`src/design/pkcs1_v15_digest_signature_check_defines.svh`:
```
// Assertion macros shared by the checker RTL.
`ifndef PKCS1_V15_DIGEST_SIGNATURE_CHECK_DEFINES_SVH
`define PKCS1_V15_DIGEST_SIGNATURE_CHECK_DEFINES_SVH

// Same-cycle implication, clocked on clk, off during reset.
`define PSC_ASSERT_NOW(lbl, ante, cons) \
	lbl: assert property (@(posedge clk) disable iff (!arst_n) (ante) |-> (cons)) \
		else $error("same-cycle check failed");

// Next-cycle implication, clocked on clk, off during reset.
`define PSC_ASSERT_NEXT(lbl, ante, cons) \
	lbl: assert property (@(posedge clk) disable iff (!arst_n) (ante) |=> (cons)) \
		else $error("next-cycle check failed");

`endif

```
`src/design/pkcs1_sig_pkg.sv`:
```
package pkcs1_sig_pkg;

	localparam int MaxBlockBytes  = 512;
	localparam int MaxDigestBytes = 64;
	localparam int PosW           = 10;
	localparam int CntW           = 7;
	localparam int AddrW          = $clog2(MaxDigestBytes);
	localparam int PrefixDepth    = 19;
	localparam int HashCount      = 5;

	localparam logic [PosW-1:0] PosMax = {PosW{1'b1}};
	localparam logic [CntW-1:0] CntMax = {CntW{1'b1}};

	localparam logic [2:0] HASH_SHA1   = 3'd0;
	localparam logic [2:0] HASH_SHA256 = 3'd1;
	localparam logic [2:0] HASH_SHA384 = 3'd2;
	localparam logic [2:0] HASH_SHA512 = 3'd3;
	localparam logic [2:0] HASH_MD5    = 3'd4;

	localparam logic REG_MODULUS = 1'b0;
	localparam logic REG_HASH    = 1'b1;

	localparam logic [7:0] BYTE_ZERO = 8'h00;
	localparam logic [7:0] BYTE_ONE  = 8'h01;
	localparam logic [7:0] BYTE_PAD  = 8'hFF;

	localparam logic [PosW-1:0] MOD_RESET = PosW'(256);

	typedef enum logic [2:0] {
		FLT_NONE,
		FLT_HEADER,
		FLT_DIGEST_LEN,
		FLT_MOD_SHORT,
		FLT_PADDING,
		FLT_SEPARATOR,
		FLT_PREFIX,
		FLT_DIGEST
	} fault_t;

	typedef struct packed {
		fault_t            code;
		logic              need_cmp;
		logic [AddrW-1:0]  addr;
		logic              dlen_bad;
		logic              mod_short;
	} layout_t;

	// SHA-1 and MD5 rows are zero-filled past their length
	localparam logic [7:0] DER_PREFIX [HashCount][PrefixDepth] = '{
		'{8'h30, 8'h21, 8'h30, 8'h09, 8'h06, 8'h05, 8'h2B, 8'h0E, 8'h03, 8'h02,
		  8'h1A, 8'h05, 8'h00, 8'h04, 8'h14, 8'h00, 8'h00, 8'h00, 8'h00},
		'{8'h30, 8'h31, 8'h30, 8'h0d, 8'h06, 8'h09, 8'h60, 8'h86, 8'h48, 8'h01,
		  8'h65, 8'h03, 8'h04, 8'h02, 8'h01, 8'h05, 8'h00, 8'h04, 8'h20},
		'{8'h30, 8'h41, 8'h30, 8'h0d, 8'h06, 8'h09, 8'h60, 8'h86, 8'h48, 8'h01,
		  8'h65, 8'h03, 8'h04, 8'h02, 8'h02, 8'h05, 8'h00, 8'h04, 8'h30},
		'{8'h30, 8'h51, 8'h30, 8'h0d, 8'h06, 8'h09, 8'h60, 8'h86, 8'h48, 8'h01,
		  8'h65, 8'h03, 8'h04, 8'h02, 8'h03, 8'h05, 8'h00, 8'h04, 8'h40},
		'{8'h30, 8'h20, 8'h30, 8'h0C, 8'h06, 8'h08, 8'h2A, 8'h86, 8'h48, 8'h86,
		  8'hF7, 8'h0D, 8'h02, 8'h05, 8'h05, 8'h00, 8'h04, 8'h10, 8'h00}
	};

	function automatic logic hash_known(input logic [2:0] kind);
		return kind <= HASH_MD5;
	endfunction

	function automatic logic [4:0] prefix_len(input logic [2:0] kind);
		logic [4:0] r;
		case (kind)
			HASH_SHA1:   r = 5'd15;
			HASH_SHA256: r = 5'd19;
			HASH_SHA384: r = 5'd19;
			HASH_SHA512: r = 5'd19;
			HASH_MD5:    r = 5'd18;
			default:     r = 5'd0;
		endcase
		return r;
	endfunction

	function automatic logic [6:0] digest_len(input logic [2:0] kind);
		logic [6:0] r;
		case (kind)
			HASH_SHA1:   r = 7'd20;
			HASH_SHA256: r = 7'd32;
			HASH_SHA384: r = 7'd48;
			HASH_SHA512: r = 7'd64;
			HASH_MD5:    r = 7'd16;
			default:     r = 7'd0;
		endcase
		return r;
	endfunction

	function automatic logic [7:0] prefix_byte(input logic [2:0] kind, input logic [4:0] idx);
		logic [7:0] r;
		r = 8'h00;
		if (hash_known(kind) && idx < 5'(PrefixDepth)) begin
			r = DER_PREFIX[kind][idx];
		end
		return r;
	endfunction

endpackage

```
`src/design/pkcs1_v15_digest_signature_check.sv`:
```
// Throughput: one byte (digest or signature) per cycle, except while the last signature byte
// sits in the compare stage and the previous verdict still waits for out_ready. The verdict is
// registered after that compare stage, which the single-port digest RAM with registered read sets.
// Reset: control state cleared, modulus_bytes = 256, hash_kind = SHA-256.
// The digest RAM is not cleared; entries are defined once loaded.
`include "pkcs1_v15_digest_signature_check_defines.svh"

module pkcs1_v15_digest_signature_check (
	input  logic                           clk,
	input  logic                           arst_n,
	input  logic                           cfg_we,
	input  logic                           cfg_index,
	input  logic [pkcs1_sig_pkg::PosW-1:0] cfg_data,
	input  logic                           in_valid,
	output logic                           in_ready,
	input  logic                           action,
	input  logic [7:0]                     data_byte,
	input  logic                           last,
	output logic                           out_valid,
	input  logic                           out_ready,
	output logic                           signature_ok,
	output logic [2:0]                     fault
);

	logic [pkcs1_sig_pkg::PosW-1:0] modulus_q;
	logic [2:0]                     hash_q;
	logic [pkcs1_sig_pkg::CntW-1:0] count_q;
	logic                           load_open_q;
	logic [pkcs1_sig_pkg::PosW-1:0] pos_q;
	pkcs1_sig_pkg::fault_t          first_q;

	logic [7:0] mem [pkcs1_sig_pkg::MaxDigestBytes];
	logic [7:0] rd_q;

	logic                    valid_s1;
	logic                    sig_s1;
	logic                    last_s1;
	logic [7:0]              byte_s1;
	pkcs1_sig_pkg::fault_t   code_s1;
	logic                    cmp_s1;
	logic                    dlen_bad_s1;
	logic                    mod_short_s1;
	logic                    len_bad_s1;

	logic                    out_valid_q;
	pkcs1_sig_pkg::fault_t   out_fault_q;

	pkcs1_sig_pkg::layout_t         layout;
	logic                           accept;
	logic                           s1_block;
	logic                           s1_done;
	logic [pkcs1_sig_pkg::CntW-1:0] cnt_eff;
	logic [pkcs1_sig_pkg::PosW-1:0] pos_inc;
	pkcs1_sig_pkg::fault_t          byte_fault;
	pkcs1_sig_pkg::fault_t          first_new;
	pkcs1_sig_pkg::fault_t          verdict;

	pkcs1_sig_layout u_layout (
		.position      (pos_q),
		.data_byte     (data_byte),
		.modulus_bytes (modulus_q),
		.hash_kind     (hash_q),
		.digest_count  (count_q),
		.layout        (layout)
	);

	always_comb begin
		s1_block = valid_s1 && sig_s1 && last_s1 && out_valid_q && !out_ready;
		s1_done  = valid_s1 && !s1_block;
		in_ready = !s1_block;
		accept   = in_valid && in_ready;
		cnt_eff  = load_open_q ? count_q : '0;
		pos_inc  = (pos_q < pkcs1_sig_pkg::PosMax) ? pos_q + pkcs1_sig_pkg::PosW'(1) : pos_q;

		if (cmp_s1) begin
			byte_fault = (byte_s1 != rd_q) ? pkcs1_sig_pkg::FLT_DIGEST : pkcs1_sig_pkg::FLT_NONE;
		end else begin
			byte_fault = code_s1;
		end
		first_new = (first_q != pkcs1_sig_pkg::FLT_NONE) ? first_q : byte_fault;

		if (first_new == pkcs1_sig_pkg::FLT_HEADER) verdict = pkcs1_sig_pkg::FLT_HEADER;
		else if (dlen_bad_s1) verdict = pkcs1_sig_pkg::FLT_DIGEST_LEN;
		else if (mod_short_s1) verdict = pkcs1_sig_pkg::FLT_MOD_SHORT;
		else if (first_new != pkcs1_sig_pkg::FLT_NONE) verdict = first_new;
		else if (len_bad_s1) verdict = pkcs1_sig_pkg::FLT_DIGEST;
		else verdict = pkcs1_sig_pkg::FLT_NONE;
	end

	always_ff @(posedge clk or negedge arst_n) begin
		if (!arst_n) begin
			modulus_q <= pkcs1_sig_pkg::MOD_RESET;
			hash_q    <= pkcs1_sig_pkg::HASH_SHA256;
		end else if (cfg_we) begin
			case (cfg_index)
				pkcs1_sig_pkg::REG_MODULUS: modulus_q <= cfg_data;
				pkcs1_sig_pkg::REG_HASH:    hash_q    <= cfg_data[2:0];
				default: ;
			endcase
		end
	end

	always_ff @(posedge clk or negedge arst_n) begin
		if (!arst_n) begin
			count_q     <= '0;
			load_open_q <= 1'b0;
			pos_q       <= '0;
		end else if (accept) begin
			if (!action) begin
				count_q     <= (cnt_eff < pkcs1_sig_pkg::CntMax) ?
				               cnt_eff + pkcs1_sig_pkg::CntW'(1) : cnt_eff;
				load_open_q <= !last;
				pos_q       <= '0;
			end else begin
				load_open_q <= 1'b0;
				pos_q       <= last ? '0 : pos_inc;
			end
		end
	end

	always_ff @(posedge clk) begin
		if (accept && !action && cnt_eff < pkcs1_sig_pkg::CntW'(pkcs1_sig_pkg::MaxDigestBytes)) begin
			mem[cnt_eff[pkcs1_sig_pkg::AddrW-1:0]] <= data_byte;
		end
		if (accept && action) begin
			rd_q <= mem[layout.addr];
		end
	end

	always_ff @(posedge clk or negedge arst_n) begin
		if (!arst_n) begin
			valid_s1 <= 1'b0;
		end else if (!s1_block) begin
			valid_s1 <= accept;
		end
	end

	always_ff @(posedge clk) begin
		if (accept) begin
			sig_s1       <= action;
			last_s1      <= last;
			byte_s1      <= data_byte;
			code_s1      <= layout.code;
			cmp_s1       <= layout.need_cmp;
			dlen_bad_s1  <= layout.dlen_bad;
			mod_short_s1 <= layout.mod_short;
			len_bad_s1   <= (pos_inc != modulus_q) ||
			                (modulus_q > pkcs1_sig_pkg::PosW'(pkcs1_sig_pkg::MaxBlockBytes));
		end
	end

	always_ff @(posedge clk or negedge arst_n) begin
		if (!arst_n) begin
			first_q <= pkcs1_sig_pkg::FLT_NONE;
		end else if (s1_done) begin
			if (!sig_s1 || last_s1) first_q <= pkcs1_sig_pkg::FLT_NONE;
			else first_q <= first_new;
		end
	end

	always_ff @(posedge clk or negedge arst_n) begin
		if (!arst_n) begin
			out_valid_q <= 1'b0;
		end else if (s1_done && sig_s1 && last_s1) begin
			out_valid_q <= 1'b1;
		end else if (out_ready) begin
			out_valid_q <= 1'b0;
		end
	end

	always_ff @(posedge clk) begin
		if (s1_done && sig_s1 && last_s1) begin
			out_fault_q <= verdict;
		end
	end

	assign out_valid    = out_valid_q;
	assign fault        = out_fault_q;
	assign signature_ok = (out_fault_q == pkcs1_sig_pkg::FLT_NONE);

	`PSC_ASSERT_NOW(a_stall_cause, !in_ready, valid_s1 && sig_s1 && last_s1 && out_valid_q)
	`PSC_ASSERT_NEXT(a_block_end, accept && action && last, pos_q == '0 && valid_s1)
	`PSC_ASSERT_NEXT(a_stall_holds, s1_block, valid_s1 && sig_s1 && last_s1)
	`PSC_ASSERT_NEXT(a_load_resets_fault, s1_done && !sig_s1, first_q == pkcs1_sig_pkg::FLT_NONE)

endmodule

```
`src/design/pkcs1_sig_layout.sv`:
```
module pkcs1_sig_layout (
	input  logic [pkcs1_sig_pkg::PosW-1:0] position,
	input  logic [7:0]                     data_byte,
	input  logic [pkcs1_sig_pkg::PosW-1:0] modulus_bytes,
	input  logic [2:0]                     hash_kind,
	input  logic [pkcs1_sig_pkg::CntW-1:0] digest_count,
	output pkcs1_sig_pkg::layout_t         layout
);

	logic [4:0]                     plen;
	logic [6:0]                     dlen;
	logic [pkcs1_sig_pkg::PosW-1:0] body_len;
	logic [pkcs1_sig_pkg::PosW-1:0] min_len;
	logic [pkcs1_sig_pkg::PosW-1:0] posn;
	logic [pkcs1_sig_pkg::PosW-1:0] digest_start;
	logic [pkcs1_sig_pkg::PosW-1:0] pre_off;
	logic [pkcs1_sig_pkg::PosW-1:0] dig_off;
	logic                           known;

	always_comb begin
		known        = pkcs1_sig_pkg::hash_known(hash_kind);
		plen         = pkcs1_sig_pkg::prefix_len(hash_kind);
		dlen         = pkcs1_sig_pkg::digest_len(hash_kind);
		body_len     = pkcs1_sig_pkg::PosW'(plen) + pkcs1_sig_pkg::PosW'(dlen);
		min_len      = body_len + pkcs1_sig_pkg::PosW'(11);
		posn         = modulus_bytes - body_len;
		digest_start = modulus_bytes - pkcs1_sig_pkg::PosW'(dlen);
		pre_off      = position - posn;
		dig_off      = position - digest_start;

		layout.dlen_bad  = !known || (digest_count != dlen);
		layout.mod_short = known && (modulus_bytes < min_len);
		layout.code      = pkcs1_sig_pkg::FLT_NONE;
		layout.need_cmp  = 1'b0;
		layout.addr      = dig_off[pkcs1_sig_pkg::AddrW-1:0];

		if (position == '0) begin
			if (data_byte != pkcs1_sig_pkg::BYTE_ZERO) layout.code = pkcs1_sig_pkg::FLT_HEADER;
		end else if (position == pkcs1_sig_pkg::PosW'(1)) begin
			if (data_byte != pkcs1_sig_pkg::BYTE_ONE) layout.code = pkcs1_sig_pkg::FLT_HEADER;
		end else if (layout.dlen_bad || layout.mod_short || position >= modulus_bytes) begin
			layout.code = pkcs1_sig_pkg::FLT_NONE;
		end else if (position < posn - pkcs1_sig_pkg::PosW'(1)) begin
			if (data_byte != pkcs1_sig_pkg::BYTE_PAD) layout.code = pkcs1_sig_pkg::FLT_PADDING;
		end else if (position == posn - pkcs1_sig_pkg::PosW'(1)) begin
			if (data_byte != pkcs1_sig_pkg::BYTE_ZERO) layout.code = pkcs1_sig_pkg::FLT_SEPARATOR;
		end else if (position < digest_start) begin
			if (data_byte != pkcs1_sig_pkg::prefix_byte(hash_kind, pre_off[4:0])) begin
				layout.code = pkcs1_sig_pkg::FLT_PREFIX;
			end
		end else begin
			layout.need_cmp = 1'b1;
		end
	end

endmodule

```
`config.mk`:
```
export PLATFORM = sky130hd
export DESIGN_NAME = pkcs1_v15_digest_signature_check
export DESIGN_NICKNAME = d
export VERILOG_FILES = /design/src/design/pkcs1_sig_pkg.sv /design/src/design/pkcs1_v15_digest_signature_check.sv /design/src/design/pkcs1_sig_layout.sv
export VERILOG_INCLUDE_DIRS = /design/src /design/src/design
export SDC_FILE = /design/constraint.sdc
export NUM_CORES = 1
export LEC_CHECK = 0
export BUFFER_PORTS_ARGS = -buffer_cell sky130_fd_sc_hd__buf_4
export CORE_MARGIN = 1.5
export CORE_UTILIZATION = 57
export DETAILED_ROUTE_END_ITERATION = 8
export PLACE_DENSITY = 0.73
export SYNTH_ARGS = -nofsm -noshare
export SYNTH_HDL_FRONTEND = slang
export SYNTH_SLANG_ARGS = --single-unit
```
`constraint.sdc`:
```
create_clock -name clk -period 16.1 [get_ports clk]
set_input_delay 3.22 -clock clk [delete_from_list [all_inputs] [get_ports clk]]
set_output_delay 3.22 -clock clk [all_outputs]
set_load 0.01 [all_outputs]
```
==> flow_metrics.tcl, run 1 <==
set metrics [dict create \
    via_per_inst 6.46 \
    clkTransAtPathRegs_ns 0.06 \
    dp_hpwl_microns 36900 \
    startpoint_type "input port" \
    powerDensity_mw_per_mm2 160 \
    status "completed" \
    n_antenna_cell 0 \
    io_buffers 31 \
    drcViolationCount 0 \
    tns_ns 0 \
    critPathCaptureType "output port" \
    cts_root_buf "clkbuf_16" \
    io_pins 32 \
    slew_viol_final 0 \
    syn_avg_cell_area_sq_um 16.7 \
    cpPeakStageDelay_ns 0.42 \
    grt_use_total 0.267 \
    cp_slowest_cell "or3_1" \
    crit_top_cell "buf_4" \
    wirelength_microns 60300 \
    total_power_mw 4.54 \
    wl_per_cell_microns 27.4 \
    ys_warn_count 0 \
    worstPathMaxFanout 5 \
    drive_gt1_frac 0.190 \
    syn_area_sq_mm 0.0257 \
    finalClockSkew_ns 0.0259 \
    ys_seq_elements 576 \
    die_w_microns 215 \
    worst-setup-path-type "input port to output port" \
    clock_path_buffers 3 \
    hold_class "flip-flop to flip-flop" \
    ant_nets 0 \
    grt_pass1_wl_microns 91300 \
    grt_pass1_vias 14083 \
    ys.flop_type "edfxtp_1" \
    finish.instance_area_sq_mm 0.0283 \
    slew_headroom 0.162 \
    grt_max_degree 71 \
    final_core_util 0.638 \
    dp.cells 2103 \
    die-area_sq_mm 0.0464 \
    vias 14247 \
    place.gp.congestion 0.913 \
    nets 1658 \
    final_cell_mix "540 x edfxtp_1, 160 x mux4_2, 123 x nor2_1, 63 x nand2_1, 61 x ha_1" \
    syn2layout_area_growth_pct 10.1 \
    min_period_ns 7.16 \
    peakVddDrop_v 0.000125 \
    cts_tree "done" \
    fin_ws_ns 8.94 \
    first_pass_iters 5 \
    ys_seq_area_frac 0.666 \
    cts_hold_buf 0 \
    antenna_found_initial 0 \
    post-cts-setup-buffers 0 \
    required_ns 12.88 \
    finalHoldWorstSlack_ns 0.579 \
    max_freq_mhz 140 \
    syn-instance-count 1539 \
    insertion_delay_ns 0.62 \
    setup_violations 0 \
    p_leak_nw 9.40 \
    coreArea_sq_mm 0.0444 \
    path_cells "buf_4 -> or3_1 -> buf_4" \
    worst_pin_slew_ns 1.26 \
    synth_edf_count 540 \
    arrival_ns 3.94 \
    cts_max_level 2 \
    critPathBufInv 2 \
    post-place-ws_ns 8.96 \
    rsz0062_at_grt "no" \
    final_common_cell "edfxtp_1" \
    placementRows 77 \
    async_flop_share 0.0625 \
    start_util 0.579 \
    clock-sinks 576 \
    synth.distinct_cells 79 \
    drv_cap 0 \
    cts_resized 0 \
    fin_crit_sh 0.444 \
    hold_viol 0 \
    cpLargestDelayFamily "simple AND/OR/NAND/NOR gates" \
    placed_area_sq_mm 0.0266 \
    first_iter_violations 1554 \
    grt_overflow 0 \
    cts_made_buffers 54 \
    die_h_microns 215 \
    layout.cells.non_filler 2204 \
]
[final timing paths]
path                       depth (start not counted)                   start  slack (ns)                  endpoint
max                                                3               out_ready        8.94                  in_ready
min reg2reg                                        2  first_q[2]$_DFFE_PN0P_        0.58    first_q[2]$_DFFE_PN0P_
max reg2reg                                       24   hash_q[2]$_DFFE_PN0P_        9.84  code_s1[2]$_SDFFCE_PP0P_
min                                                2  first_q[2]$_DFFE_PN0P_        0.58    first_q[2]$_DFFE_PN0P_
min in group asynchronous                          1                  arst_n        2.58      pos_q[3]$_DFFE_PN0P_
max in group asynchronous                          1                  arst_n       13.15     hash_q[0]$_DFFE_PN1P_
[worst register-to-register path: cells and delay by family (launching register included)]
family,cells,cell delay [ns]
compound gates,10,1.93
fa+ha+maj,4,1.26
xor+xnor,3,0.41
simple gates,5,1.11
mux,1,0.26
buf+inv,1,0.15
flops,1,0.99
[registers in the layout, indices dropped and copies added (netlist names)]
name	flops
mem	512
modulus_q	10
pos_q	10
byte_s1	8
rd_q	8
count_q	7
code_s1	3
fault	3
first_q	3
hash_q	3
cmp_s1	1
dlen_bad_s1	1
last_s1	1
len_bad_s1	1
load_open_q	1
mod_short_s1	1
out_valid	1
sig_s1	1
valid_s1	1
[cell usage after synthesis, types with 9 or more instances]
master,number,area [sq um]
edfxtp_1,540,16200
and3_1,10,62.6
mux4_2,160,3600
or3_1,9,56.3
nor4_1,10,62.6
nand3_1,19,95.1
o21ai_0,59,295
nand2_1,63,236
xor2_1,10,87.6
nor2b_1,25,156
clkbuf_1,46,173
dfrtp_1,34,851
nand2b_1,12,75.1
nor3_1,22,110
mux2i_1,18,180
a211oi_1,16,120
inv_1,46,173
a21o_1,18,135
ha_1,62,776
buf_2,20,100
nor2_1,123,462
a21oi_1,53,265
nand4_1,12,75.1
xnor2_1,40,350
[kinds of logic (layout without fill, tap and decap cells)]
kind of cell / after synthesis / after routing / synth area share
DFF: 576 / 576 / 0.666
buffers and inverters: 116 / 188 / 0.0179
xor gates and xnor gates: 53 / 53 / 0.0192
and+or+nand+nor: 328 / 328 / 0.0613
other: 2 / 3 / 0.000292
adders and majority gates: 66 / 66 / 0.0329
muxes: 183 / 183 / 0.149
AOI/OAI and AO/OA: 215 / 215 / 0.0535
[power by group]
group | internal (mW) | switching, mW
combinational | 0.710 | 0.853
clock | 0.713 | 0.564
sequential | 1.67 | 0.0289
total | 3.09 | 1.45
[per-layer routing]
layer / global-route usage / vias up / share of wire
met5: 0 / - / 0
met2: 0.414 / 678 / 0.47
met4: 0.0949 / 0 / 0.036
met3: 0.0521 / 124 / 0.079
met1: 0.383 / 7268 / 0.41
li1: - / 6177 / -
[final cells by class]
type / instances / area [sq um]
clock buffers: 66 / 1420
clock inverters: 35 / 345
fillers: 3024 / 16100
inverters: 46 / 173
multi-input cells: 848 / 8210
flip-flops and latches: 576 / 17100
well taps: 592 / 741
repair buffers: 41 / 308
(Power assumes the default switching activity.)
==> run 2: changes to the inputs <==
- PLACE_DENSITY: 0.73 -> 0.76
- clock period: 16.1 -> 6 ns (I/O delays scaled with it)
==> flow_metrics.tcl, run 2 (synthesis results as in run 1) <==
set metrics [dict create \
    clock_path_buffers 3 \
    ant_nets 0 \
    hold_class "input port to asynchronous set/reset pin" \
    first_iter_violations 1605 \
    min_period_ns 5.63 \
    powerDensity_mw_per_mm2 426 \
    antenna_found_initial 0 \
    tns_ns 0 \
    p_leak_nw 9.43 \
    peakVddDrop_v 0.000297 \
    status "completed" \
    final_common_cell "edfxtp_1" \
    coreArea_sq_mm 0.0444 \
    post-place-ws_ns 0.286 \
    drive_gt1_frac 0.192 \
    fin_ws_ns 0.375 \
    reg2reg_depth 26 \
    grt_pass1_vias 14280 \
    max_freq_mhz 178 \
    grt_overflow 0 \
    worst-setup-path-type "flip-flop to flip-flop" \
    dp.cells 2115 \
    via_per_inst 6.49 \
    arrival_ns 6.09 \
    drcViolationCount 0 \
    insertion_delay_ns 0.62 \
    grt_max_degree 71 \
    clkTransAtPathRegs_ns 0.07 \
    grt_pass1_wl_microns 88900 \
    wl_met2_microns 28400 \
    cts_tree "done" \
    slew_headroom 0.316 \
    drv_cap 0 \
    r2r_slack_ns 0.37 \
    worst_pin_slew_ns 1.02 \
    placementRows 77 \
    clock-sinks 576 \
    timing.rr.end "code_s1[2]$_SDFFCE_PP0P_" \
    hold_viol 0 \
    reg2reg_from "hash_q[0]$_DFFE_PN1P_" \
    grt_use_total 0.259 \
    io_buffers 31 \
    cts_root_buf "clkbuf_16" \
    wirelength_microns 58700 \
    slew_viol_final 0 \
    nets 1668 \
    layout.cells.non_filler 2210 \
    critPathCaptureType "flip-flop" \
    dp_hpwl_microns 36900 \
    largest_register_ff_count 512 \
    wl_met3_microns 4820 \
    finalClockSkew_ns 0.0230 \
    cts_made_buffers 52 \
    fin_crit_sh 0.938 \
    cts_max_level 2 \
    die_h_microns 215 \
    vias 14344 \
    wl_per_cell_microns 26.5 \
    worstPathMaxFanout 6 \
    highest_layer "met4" \
    total_power_mw 12.1 \
    post-cts-setup-buffers 0 \
    n_antenna_cell 0 \
    die_w_microns 215 \
    startpoint_type "flip-flop" \
    required_ns 6.47 \
    final_cell_mix "540 x edfxtp_1, 160 x mux4_2, 122 x nor2_1, 63 x nand2_1, 61 x ha_1" \
    io_pins 32 \
    syn2layout_area_growth_pct 10.1 \
    start_util 0.579 \
    setup_violations 0 \
    first_pass_iters 5 \
    die-area_sq_mm 0.0464 \
    wl_met1_microns 23800 \
    place.gp.congestion 0.910 \
]
run 2: cell types whose count changed in the layout (fill, tap and decap cells not counted), sizes merged:
| cell | change |
|---|---|
| buf | +12 |
| clkinv | +7 |
| clkbuf | -6 |
| clkinvlp | -5 |
| bufinv | -1 |
| inv | -1 |
run 2: report_power, final:
group / internal (mW) / switching, mW
Clock: 1.78 / 1.45
Sequential: 4.48 / 0.0734
Combinational: 1.96 / 2.32
run 2: worst max-delay path by stage:
stage	endpoint	start
after floorplan	code_s1[2]$_SDFFCE_PP0P_	hash_q[0]$_DFFE_PN1P_
final	code_s1[2]$_SDFFCE_PP0P_	hash_q[0]$_DFFE_PN1P_
after global placement	code_s1[2]$_SDFFCE_PP0P_	hash_q[0]$_DFFE_PN1P_
after CTS	code_s1[2]$_SDFFCE_PP0P_	hash_q[0]$_DFFE_PN1P_
after global routing	code_s1[2]$_SDFFCE_PP0P_	hash_q[0]$_DFFE_PN1P_
after detailed placement	code_s1[2]$_SDFFCE_PP0P_	hash_q[0]$_DFFE_PN1P_
run 2: layer usage:
layer,vias to the layer above,GRT usage
met1,7341,0.371
met3,111,0.0433
met4,0,0.0762
met2,699,0.417
met5,-,0
li1,6193,-
run 2: final cells by class:
class | count | area, sq um
clock buffer | 60 | 1340
multi-input combinational | 848 | 8220
tap | 592 | 741
fill | 3031 | 16100
inverter | 46 | 173
clock inverter | 35 | 288
sequential | 576 | 17100
timing repair buffer | 53 | 435
run 2: worst max-delay path, stage by stage (launching register included):
cell and delay (ns):
dfstp_2 0.58, inv_1 0.09, ha_1 0.26, nor2b_1 0.17, nor2_1 0.21, inv_1 0.07, ha_1 0.31, a21o_1 0.21
xnor2_1 0.15, ha_1 0.33, a21o_1 0.20, maj3_1 0.32, a21oi_1 0.18, xnor2_1 0.13, nor4_2 0.20, mux2i_1 0.25
xnor2_1 0.08, ha_1 0.29, nand4_1 0.11, nor2_1 0.14, a21oi_1 0.08, o211ai_1 0.13, nor2b_1 0.17, o211ai_1 0.12
a311o_1 0.34, a41oi_2 0.21, o21bai_1 0.14
run 2: timing repair:
item | 4_1_cts | 5_1_grt
setup endpoints to repair | 0 | 2
hold buffers | 0 | 0
resized for setup | 0 | 5
run 2: metrics by stage:
step	util	area, sq um	hold slack [ns]
detailed placement	0.600	26700	0.569
global route	0.637	28300	0.578
finish	0.637	28300	0.560
CTS	0.637	28300	0.563
floorplan	-	25700	0.511
global placement	0.600	26700	0.550
